==> config.mk <==
export PLATFORM = sky130hd
export DESIGN_NAME = polynomial_evaluator_core
export DESIGN_NICKNAME = d
export VERILOG_FILES = /design/src/design/polyeval_pkg.sv /design/src/design/polynomial_evaluator_core.sv /design/src/design/polyeval_coef_cell.sv /design/src/design/polyeval_mac.sv
export VERILOG_INCLUDE_DIRS = /design/src /design/src/design
export SDC_FILE = /design/constraint.sdc
export NUM_CORES = 2
export LEC_CHECK = 0
export BUFFER_PORTS_ARGS = -buffer_cell sky130_fd_sc_hd__buf_2
export CORE_AREA = 2 2 352 389
export CTS_CLUSTER_SIZE = 14
export DETAILED_ROUTE_END_ITERATION = 6
export DIE_AREA = 0 0 354 391
export PLACE_DENSITY_LB_ADDON = 0.3
export SYNTH_ARGS = -nofsm -noshare
export SYNTH_HDL_FRONTEND = slang
export SYNTH_SLANG_ARGS = --single-unit
==> constraint.sdc <==
create_clock -name clk_i -period 14.3 [get_ports clk_i]
set_clock_uncertainty 0.15 [all_clocks]
set_input_delay 0.715 -clock clk_i [delete_from_list [all_inputs] [get_ports clk_i]]
set_output_delay 0.715 -clock clk_i [all_outputs]
set_load 0.03 [all_outputs]
==> src/design/polynomial_evaluator_core_assert.svh <==
// ----------------------------------------------------------------------------
// polynomial evaluator assertion macros
// Shorthand for clocked implication checks, disabled while in reset.
// ----------------------------------------------------------------------------
`ifndef POLYNOMIAL_EVALUATOR_CORE_ASSERT_SVH
`define POLYNOMIAL_EVALUATOR_CORE_ASSERT_SVH

// same-cycle implication
`define PE_ASSERT_IMPL(lbl, ante, cons, msg) \
  lbl: assert property (@(posedge clk_i) disable iff (!rst_ni) (ante) |-> (cons)) \
    else $error(msg);

// next-cycle implication
`define PE_ASSERT_NEXT(lbl, ante, cons, msg) \
  lbl: assert property (@(posedge clk_i) disable iff (!rst_ni) (ante) |=> (cons)) \
    else $error(msg);

`endif

==> src/design/polyeval_pkg.sv <==
// ----------------------------------------------------------------------------
// polyeval_pkg
// Shared widths, register indexes, state and control types of the evaluator.
// ----------------------------------------------------------------------------
`default_nettype none

package polyeval_pkg;

  localparam int unsigned MAX_DEGREE_DEF = 6;
  localparam int unsigned FRAC_BITS_DEF  = 16;

  localparam int unsigned SAMPLE_W   = 32;
  localparam int unsigned COEF_W     = 32;
  localparam int unsigned ACC_W      = 48;
  localparam int unsigned DEGREE_W   = 3;
  localparam int unsigned CFG_DATA_W = 32;

  // register map
  localparam int unsigned CFG_DEGREE    = 0;
  localparam int unsigned CFG_COEF_BASE = 1;

  typedef enum logic [2:0] {
    ST_IDLE,
    ST_WALK,
    ST_MUL_LO,
    ST_MUL_HI,
    ST_ROUND,
    ST_ACC,
    ST_DONE
  } state_e;

  typedef struct packed {
    logic load;
    logic mul_lo;
    logic mul_hi;
    logic round;
    logic add;
  } mac_ctrl_t;

endpackage

`default_nettype wire

==> src/design/polynomial_evaluator_core.sv <==
// ----------------------------------------------------------------------------
// polynomial_evaluator_core
// Fixed-point calibration polynomial, Horner scheme over a coefficient ring.
// ----------------------------------------------------------------------------
// Pulse start with a Q16.16 sample while busy is low; the block evaluates
// coef_0 + coef_1*x + ... + coef_d*x^d, d being the degree register clamped to
// MAX_DEGREE, and shows the saturated Q32.16 value with its overflow flag on
// value_o/overflow_o for exactly one cycle under done_o. The receiver cannot
// hold the result off, so it must sample it in that cycle. busy stays high
// from the accepted sample through the done cycle; busy is low in the cycle
// after done, and the next sample is taken at the earliest at the edge that
// ends that idle cycle. Each Horner step uses the single 24 x 32 bit
// multiplier twice, followed by a rounding step and an add step; the
// coefficient ring turns once all the way round per sample and walks
// past unused high coefficients one per cycle. Registers: index 0 is the
// degree, index k+1 is coef_k; write them only while busy is low.
`default_nettype none
`include "polynomial_evaluator_core_assert.svh"

module polynomial_evaluator_core import polyeval_pkg::*; #(
  parameter  int unsigned MAX_DEGREE = MAX_DEGREE_DEF,
  parameter  int unsigned FRAC_BITS  = FRAC_BITS_DEF,
  localparam int unsigned CFG_IDX_W  = $clog2(MAX_DEGREE + 2)
) (
  input  logic                       clk_i,
  input  logic                       rst_ni,
  input  logic                       start,
  output logic                       busy,
  input  logic signed [SAMPLE_W-1:0] sample_i,
  output logic                       done_o,
  output logic signed [ACC_W-1:0]    value_o,
  output logic                       overflow_o,
  input  logic                       cfg_we_i,
  input  logic [CFG_IDX_W-1:0]       cfg_idx_i,
  input  logic [CFG_DATA_W-1:0]      cfg_data_i
);

  localparam int unsigned NUM_CELLS = MAX_DEGREE + 1;
  localparam int unsigned ROT_W     = $clog2(NUM_CELLS);

  state_e                     state_q, state_d;
  logic [ROT_W-1:0]           rot_q, rot_d;
  logic [DEGREE_W-1:0]        degree_q, degree_d;
  logic signed [SAMPLE_W-1:0] sample_q;

  logic [ROT_W-1:0]         deg_eff;
  logic [ROT_W-1:0]         cur_k;
  logic                     last;
  logic                     at_top;
  logic                     accept;
  logic                     shift;
  logic                     rot_inc;
  mac_ctrl_t                mac_ctrl;
  logic signed [ACC_W-1:0]  acc;
  logic                     ovf;

  logic signed [COEF_W-1:0] coef_row [NUM_CELLS];

  // coefficient ring: cell k takes from cell k-1, head is the last cell
  for (genvar k = 0; k < NUM_CELLS; k++) begin : g_cell
    logic signed [COEF_W-1:0] prev;
    logic                     wr_en;

    assign prev  = (k == 0) ? coef_row[NUM_CELLS-1] : coef_row[(k == 0) ? 0 : k-1];
    assign wr_en = cfg_we_i && (cfg_idx_i == CFG_IDX_W'(CFG_COEF_BASE + k));

    polyeval_coef_cell u_cell (
      .clk_i     (clk_i),
      .rst_ni    (rst_ni),
      .shift_i   (shift),
      .wr_en_i   (wr_en),
      .wr_data_i (cfg_data_i[COEF_W-1:0]),
      .prev_i    (prev),
      .coef_o    (coef_row[k])
    );
  end

  polyeval_mac #(
    .FRAC_BITS (FRAC_BITS)
  ) u_mac (
    .clk_i    (clk_i),
    .ctrl_i   (mac_ctrl),
    .sample_i (sample_q),
    .coef_i   (coef_row[NUM_CELLS-1]),
    .acc_o    (acc),
    .ovf_o    (ovf)
  );

  always_comb begin
    deg_eff = (32'(degree_q) > MAX_DEGREE) ? ROT_W'(MAX_DEGREE) : ROT_W'(degree_q);
    // coefficient index now at the head of the ring
    cur_k   = ROT_W'(MAX_DEGREE) - rot_q;
    last    = (rot_q == ROT_W'(MAX_DEGREE));
    at_top  = (cur_k == deg_eff);
    accept  = start && (state_q == ST_IDLE);
  end

  // next state
  always_comb begin
    state_d = state_q;
    case (state_q)
      ST_IDLE: begin
        if (start) state_d = ST_WALK;
      end
      ST_WALK: begin
        if (at_top) state_d = last ? ST_DONE : ST_MUL_LO;
      end
      ST_MUL_LO: state_d = ST_MUL_HI;
      ST_MUL_HI: state_d = ST_ROUND;
      ST_ROUND:  state_d = ST_ACC;
      ST_ACC:    state_d = last ? ST_DONE : ST_MUL_LO;
      ST_DONE:   state_d = ST_IDLE;
      default:   state_d = ST_IDLE;
    endcase
  end

  // outputs of the sequencer
  always_comb begin
    mac_ctrl = '0;
    shift    = 1'b0;
    case (state_q)
      ST_WALK: begin
        shift         = 1'b1;
        mac_ctrl.load = at_top;
      end
      ST_MUL_LO: mac_ctrl.mul_lo = 1'b1;
      ST_MUL_HI: mac_ctrl.mul_hi = 1'b1;
      ST_ROUND:  mac_ctrl.round  = 1'b1;
      ST_ACC: begin
        shift        = 1'b1;
        mac_ctrl.add = 1'b1;
      end
      default: begin
        shift    = 1'b0;
        mac_ctrl = '0;
      end
    endcase
    // the final turn brings the ring home without moving the counter
    rot_inc = shift && !last;
    busy    = (state_q != ST_IDLE);
    done_o  = (state_q == ST_DONE);
  end

  always_comb begin
    rot_d = rot_q;
    if (accept) begin
      rot_d = '0;
    end else if (rot_inc) begin
      rot_d = rot_q + 1'b1;
    end
    degree_d = degree_q;
    if (cfg_we_i && (cfg_idx_i == CFG_IDX_W'(CFG_DEGREE))) begin
      degree_d = cfg_data_i[DEGREE_W-1:0];
    end
  end

  always_ff @(posedge clk_i or negedge rst_ni) begin
    if (!rst_ni) begin
      state_q  <= ST_IDLE;
      rot_q    <= '0;
      degree_q <= '0;
    end else begin
      state_q  <= state_d;
      rot_q    <= rot_d;
      degree_q <= degree_d;
    end
  end

  // sample beat is held for the whole evaluation
  always_ff @(posedge clk_i) begin
    if (accept) begin
      sample_q <= sample_i;
    end
  end

  assign value_o    = acc;
  assign overflow_o = ovf;

  `PE_ASSERT_IMPL(a_done_busy, done_o, busy, "result strobe outside an evaluation")
  `PE_ASSERT_NEXT(a_accept_busy, start && !busy, busy, "accepted beat did not start work")
  `PE_ASSERT_NEXT(a_done_idle, done_o, !busy, "sequencer did not return to idle")
  `PE_ASSERT_IMPL(a_ring_home, done_o, rot_q == ROT_W'(MAX_DEGREE), "ring not back home")
  `PE_ASSERT_NEXT(a_sample_hold, busy, $stable(sample_q), "sample changed during work")

endmodule

`default_nettype wire

==> src/design/polyeval_coef_cell.sv <==
// ----------------------------------------------------------------------------
// polyeval_coef_cell
// One coefficient slot of the ring; writable in place, passes its value on.
// ----------------------------------------------------------------------------
`default_nettype none

module polyeval_coef_cell import polyeval_pkg::*; (
  input  logic                     clk_i,
  input  logic                     rst_ni,
  input  logic                     shift_i,
  input  logic                     wr_en_i,
  input  logic signed [COEF_W-1:0] wr_data_i,
  input  logic signed [COEF_W-1:0] prev_i,
  output logic signed [COEF_W-1:0] coef_o
);

  logic signed [COEF_W-1:0] coef_q, coef_d;

  always_comb begin
    coef_d = coef_q;
    if (shift_i) begin
      coef_d = prev_i;
    end else if (wr_en_i) begin
      coef_d = wr_data_i;
    end
  end

  always_ff @(posedge clk_i or negedge rst_ni) begin
    if (!rst_ni) begin
      coef_q <= '0;
    end else begin
      coef_q <= coef_d;
    end
  end

  assign coef_o = coef_q;

endmodule

`default_nettype wire

==> src/design/polyeval_mac.sv <==
// ----------------------------------------------------------------------------
// polyeval_mac
// Shared Horner step: acc * x rounded to nearest, then + coef, saturating.
// ----------------------------------------------------------------------------
`default_nettype none

module polyeval_mac import polyeval_pkg::*; #(
  parameter int unsigned FRAC_BITS = FRAC_BITS_DEF
) (
  input  logic                       clk_i,
  input  mac_ctrl_t                  ctrl_i,
  input  logic signed [SAMPLE_W-1:0] sample_i,
  input  logic signed [COEF_W-1:0]   coef_i,
  output logic signed [ACC_W-1:0]    acc_o,
  output logic                       ovf_o
);

  localparam int unsigned SPLIT_W   = ACC_W / 2;
  localparam int unsigned LO_PROD_W = SPLIT_W + SAMPLE_W;
  localparam int unsigned PROD_W    = ACC_W + SAMPLE_W;

  localparam logic [PROD_W-1:0] HALF =
    {{(PROD_W-1){1'b0}}, 1'b1} << (FRAC_BITS - 1);
  localparam logic [PROD_W-1:0] POS_LIM =
    {{(PROD_W-ACC_W+1){1'b0}}, {(ACC_W-1){1'b1}}};
  localparam logic [PROD_W-1:0] NEG_LIM =
    {{(PROD_W-ACC_W){1'b0}}, 1'b1, {(ACC_W-1){1'b0}}};
  localparam logic [ACC_W-1:0] ACC_MAX = {1'b0, {(ACC_W-1){1'b1}}};
  localparam logic [ACC_W-1:0] ACC_MIN = {1'b1, {(ACC_W-1){1'b0}}};

  logic signed [ACC_W-1:0] acc_q, acc_d;
  logic                    ovf_q, ovf_d;
  logic [LO_PROD_W-1:0]    plo_q, plo_d;
  logic [PROD_W-1:0]       prod_q, prod_d;
  logic signed [ACC_W-1:0] pr_q, pr_d;

  logic [ACC_W-1:0]     acc_mag;
  logic [SAMPLE_W-1:0]  smp_mag;
  logic                 neg;
  logic [SPLIT_W-1:0]   mul_a;
  logic [LO_PROD_W-1:0] mul_p;
  logic [PROD_W-1:0]    rnd;
  logic [PROD_W-1:0]    mag;
  logic                 rnd_ovf;
  logic [ACC_W:0]       sum;
  logic                 sum_ovf;

  always_comb begin
    acc_mag = acc_q[ACC_W-1] ? (~acc_q + 1'b1) : acc_q;
    smp_mag = sample_i[SAMPLE_W-1] ? (~sample_i + 1'b1) : sample_i;
    neg     = acc_q[ACC_W-1] ^ sample_i[SAMPLE_W-1];
    // one 24 x 32 multiplier, low half of the magnitude first
    mul_a   = ctrl_i.mul_hi ? acc_mag[ACC_W-1:SPLIT_W] : acc_mag[SPLIT_W-1:0];
    mul_p   = {{SAMPLE_W{1'b0}}, mul_a} * {{SPLIT_W{1'b0}}, smp_mag};
    // rounding on the magnitude gives ties away from zero
    rnd     = prod_q + HALF;
    mag     = rnd >> FRAC_BITS;
    rnd_ovf = neg ? (mag > NEG_LIM) : (mag > POS_LIM);
    sum     = {pr_q[ACC_W-1], pr_q}
            + {{(ACC_W+1-COEF_W){coef_i[COEF_W-1]}}, coef_i};
    sum_ovf = sum[ACC_W] ^ sum[ACC_W-1];
  end

  always_comb begin
    acc_d  = acc_q;
    ovf_d  = ovf_q;
    plo_d  = plo_q;
    prod_d = prod_q;
    pr_d   = pr_q;
    if (ctrl_i.load) begin
      acc_d = {{(ACC_W-COEF_W){coef_i[COEF_W-1]}}, coef_i};
      ovf_d = 1'b0;
    end
    if (ctrl_i.mul_lo) begin
      plo_d = mul_p;
    end
    if (ctrl_i.mul_hi) begin
      prod_d = ({{(PROD_W-LO_PROD_W){1'b0}}, mul_p} << SPLIT_W)
             + {{(PROD_W-LO_PROD_W){1'b0}}, plo_q};
    end
    if (ctrl_i.round) begin
      if (rnd_ovf) begin
        pr_d  = neg ? ACC_MIN : ACC_MAX;
        ovf_d = 1'b1;
      end else if (neg) begin
        pr_d = ~mag[ACC_W-1:0] + 1'b1;
      end else begin
        pr_d = mag[ACC_W-1:0];
      end
    end
    if (ctrl_i.add) begin
      if (sum_ovf) begin
        acc_d = sum[ACC_W] ? ACC_MIN : ACC_MAX;
        ovf_d = 1'b1;
      end else begin
        acc_d = sum[ACC_W-1:0];
      end
    end
  end

  always_ff @(posedge clk_i) begin
    acc_q  <= acc_d;
    ovf_q  <= ovf_d;
    plo_q  <= plo_d;
    prod_q <= prod_d;
    pr_q   <= pr_d;
  end

  assign acc_o = acc_q;
  assign ovf_o = ovf_q;

endmodule

`default_nettype wire
==> summary.txt <==
Clock tree
  – H-Tree Depth: 2
  – CTS tree: yes
  – Total clock sinks: about 470
  – Hold buffers post-CTS: 5
  – CTS resizes: 0
  – Worst-path clk slew: roughly 0.07 ns
  – Worst-case clock buffer depth: 3
  – CTS Buf Count: 56
  – Postcts setup bufs: 0
  – Clock root buffer: clkbuf_16
  – Later-pin clock latency in the skew report: 0.70 ns

Detailed routing
  – Drc violations: 0
  – Initial DRC Count: 3521
  – DRT antenna net count: 0
  – Routed wire length: 173000 um
  – Routed wire per std cell: ~22 um
  – Routed vias/inst: 5.55
  – Initial DRT Pass Iterations: 6
  – Routed via count: 43.6k

Place
  – Post-DP HPWL: roughly 140000 um
  – PortBufs: between 100 and 150
  – RePlAce Congestion: 0.976
  – Placed Instances: 7749

Critical path
  – Critical Path Start: u_mac.acc_o[2]
  – FF-to-FF Start: u_mac.acc_o[2]
  – Worst Path Arrival: approximately 14 ns
  – WS Path Type: reg2reg
  – CP Max Fanout: 16
  – Startpoint types: register
  – Critical Path RT: between 10 and 15 ns
  – Worst setup EP type: register
  – Slowest CP cell: nor3_1
  – Cell mode on critical path: fa_1
  – Largest stage delay on the critical path: about 0.84 ns

Global routing
  – Vias in the first global route: 44.4k
  – Gr usage total: 0.251
  – Largest net degree at the start of global routing: 320
  – Global route total overflow: 0
  – Antenna violations before repair: 1
  – First-pass GRT wire length: around 270000 um

Final layout
  – Nets: 7012
  – Filler cell count: around 13k
  – Layout Utilization: 0.434
  – Layout Cells excl Fill: 7860
  – Ratio of cells with drive above 1 in the final layout: 0.0741
  – Layout area overhead: 9.36%

Yosys
  – Most used DFF post-synth: edfxtp_1
  – Synth Area per Inst: 8.91 um2
  – Most common cell in the synthesized netlist: nand2_1
  – Mapped Nets: approximately 7.0k
  – Synth top cells by count: nand2_1, inv_1, fa_1, nor2_1, o21ai_0
  – Post-synth top area cell: fa_1
  – #FFs+latches synth: 468
  – Ys Warns: 0
  – Top cells by area, synth: fa_1, edfxtp_1, dfrtp_1
  – Synth top area share: 0.247
  – Register area share after synthesis: 0.240
  – Mapped Area: 0.0536 mm2
  – Syn Inst Count: 6010
  – EDFF count, synth: 234
  – Asr flop ratio synth: 0.498
  – Distinct cells, synth: 95

Hold path
  – Worst hold path type: in2reg
  – Hold path startpoint: sample_i[21]

Floorplan
  – Initial Util: 0.397
  – Die ar.: approximately 0.14 mm2
  – Core area: 0.135 mm2
  – Die W: 354 um
  – FP Rows: 142
  – Io pins: 122
  – Die Height: 391 um

Run
  – Max_cap viols: 0

STA
  – Final hold vios: 0
  – Highest clock rate: 0.0752 GHz
  – Min Tclk post-route: 13.30 ns
  – Slew headroom: 0.0980
  – Post-route setup TNS: 0 ns
  – Finish-stage setup viols: 0
  – RSZ-0062 raised after global routing: no
  – Final Cycle Share: 0.930
  – Slew Limit Fails: 0
  – Slew @ Worst Pin: 1.34 ns

Run status
  – Status: completed
-- cells in the final DEF (no fill, tap or decap), types with 16 or more instances in the layout --
master	count
o21bai_1	23
inv_1	785
dfrtp_1	233
and3_1	53
nor4_1	17
a22oi_1	24
a21oi_1	204
nor3_1	82
ha_1	269
buf_4	122
a211oi_1	24
o21ai_0	393
o211ai_1	22
clkbuf_16	58
a21o_1	92
nand2_1	911
and4_1	24
a31oi_1	24
o21a_1	16
nor2_1	493
fa_1	660
nand2b_1	34
xnor2_1	150
or3_1	37
nor2b_1	18
o31ai_1	35
xor2_1	86
nand4_1	54
mux2i_1	241
nand3_1	98
o21ai_1	39
buf_2	120
edfxtp_1	234
and2_1	59
-- cell families after synthesis --
| kind of cell | Yosys count | synth area share |
|---|---|---|
| AND/OR/NAND/NOR | 1951 | 0.162 |
| flip-flops | 468 | 0.240 |
| adder cells (fa/ha/maj) | 929 | 0.309 |
| buffers and inverters | 1095 | 0.0771 |
| AO/OA/AOI/OAI | 1049 | 0.120 |
| XOR/XNOR | 267 | 0.0439 |
| multiplexers | 251 | 0.0471 |
-- cell type report --
| type | instances | area (um2) | area share |
|---|---|---|---|
| timing repair buffer | 249 | 1600 | 0.0273 |
| inverter | 790 | 2970 | 0.0507 |
| multi-input combinational | 4447 | 36900 | 0.631 |
| antenna | 2 | 5.00 | 0.0000854 |
| clock buffer | 74 | 1600 | 0.0273 |
| tap | 1800 | 2250 | 0.0384 |
| sequential | 468 | 12900 | 0.220 |
| clock inverter | 30 | 334 | 0.00570 |
-- stage by stage --
stage | hold WS [ns] | cell area [um2] | setup slack [ns]
global route | 0.0246 | 58600 | 0.493
detailed placement | 0.258 | 56600 | 1.25
finish | 0.0405 | 58600 | 0.998
CTS | 0.000822 | 58600 | 1.23
global placement | 0.259 | 56600 | 1.68
floorplan | 0.250 | 53600 | 1.81
-- flip-flops by register name, indices dropped and copies added (netlist names) --
register and cells:
rot_q 3, u_mac.plo_q 41, u_mac.pr_q 48, sample_q 32, u_mac.prod_q 65, u_mac.ovf_o 1, g_cell.u_cell.coef_o 224, state_q 3
u_mac.acc_o 48, degree_q 3
-- routing by layer --
metal	vias up	share of wire	wire length, um	track usage
met3	430	0.067	11600	0.0410
met1	21787	0.39	67700	0.308
met5	-	0	0	0
met4	0	0.068	11800	0.148
li1	19806	-	-	-
met2	1585	0.47	82400	0.416
-- path summary, 6_finish.rpt --
check	end	slack, ns	cells past startpoint
setup / recovery	u_mac.prod_q[77]	1.0	38
hold / removal	sample_q[21]	0.04	1
setup reg to reg	u_mac.prod_q[77]	1.0	38
hold reg to reg	u_mac.prod_q[18]	0.27	0
max in group asynchronous	g_cell[3].u_cell.coef_o[20]	11.19	4
min in group asynchronous	g_cell[3].u_cell.coef_o[8]	0.51	2
-- critical path, delay by kind of cell, from the launching register on --
kind | cells | cell delay, ns
AO/OA/AOI/OAI | 7 | 1.91
adder cells (fa/ha/maj) | 9 | 4.49
buffers and inverters | 3 | 0.14
AND/OR/NAND/NOR | 17 | 5.54
flip-flops | 1 | 0.46
XOR/XNOR | 2 | 0.31
Power is not shown: default switching activity piles up to over one toggle a cycle in this logic, so the estimate is an artifact.
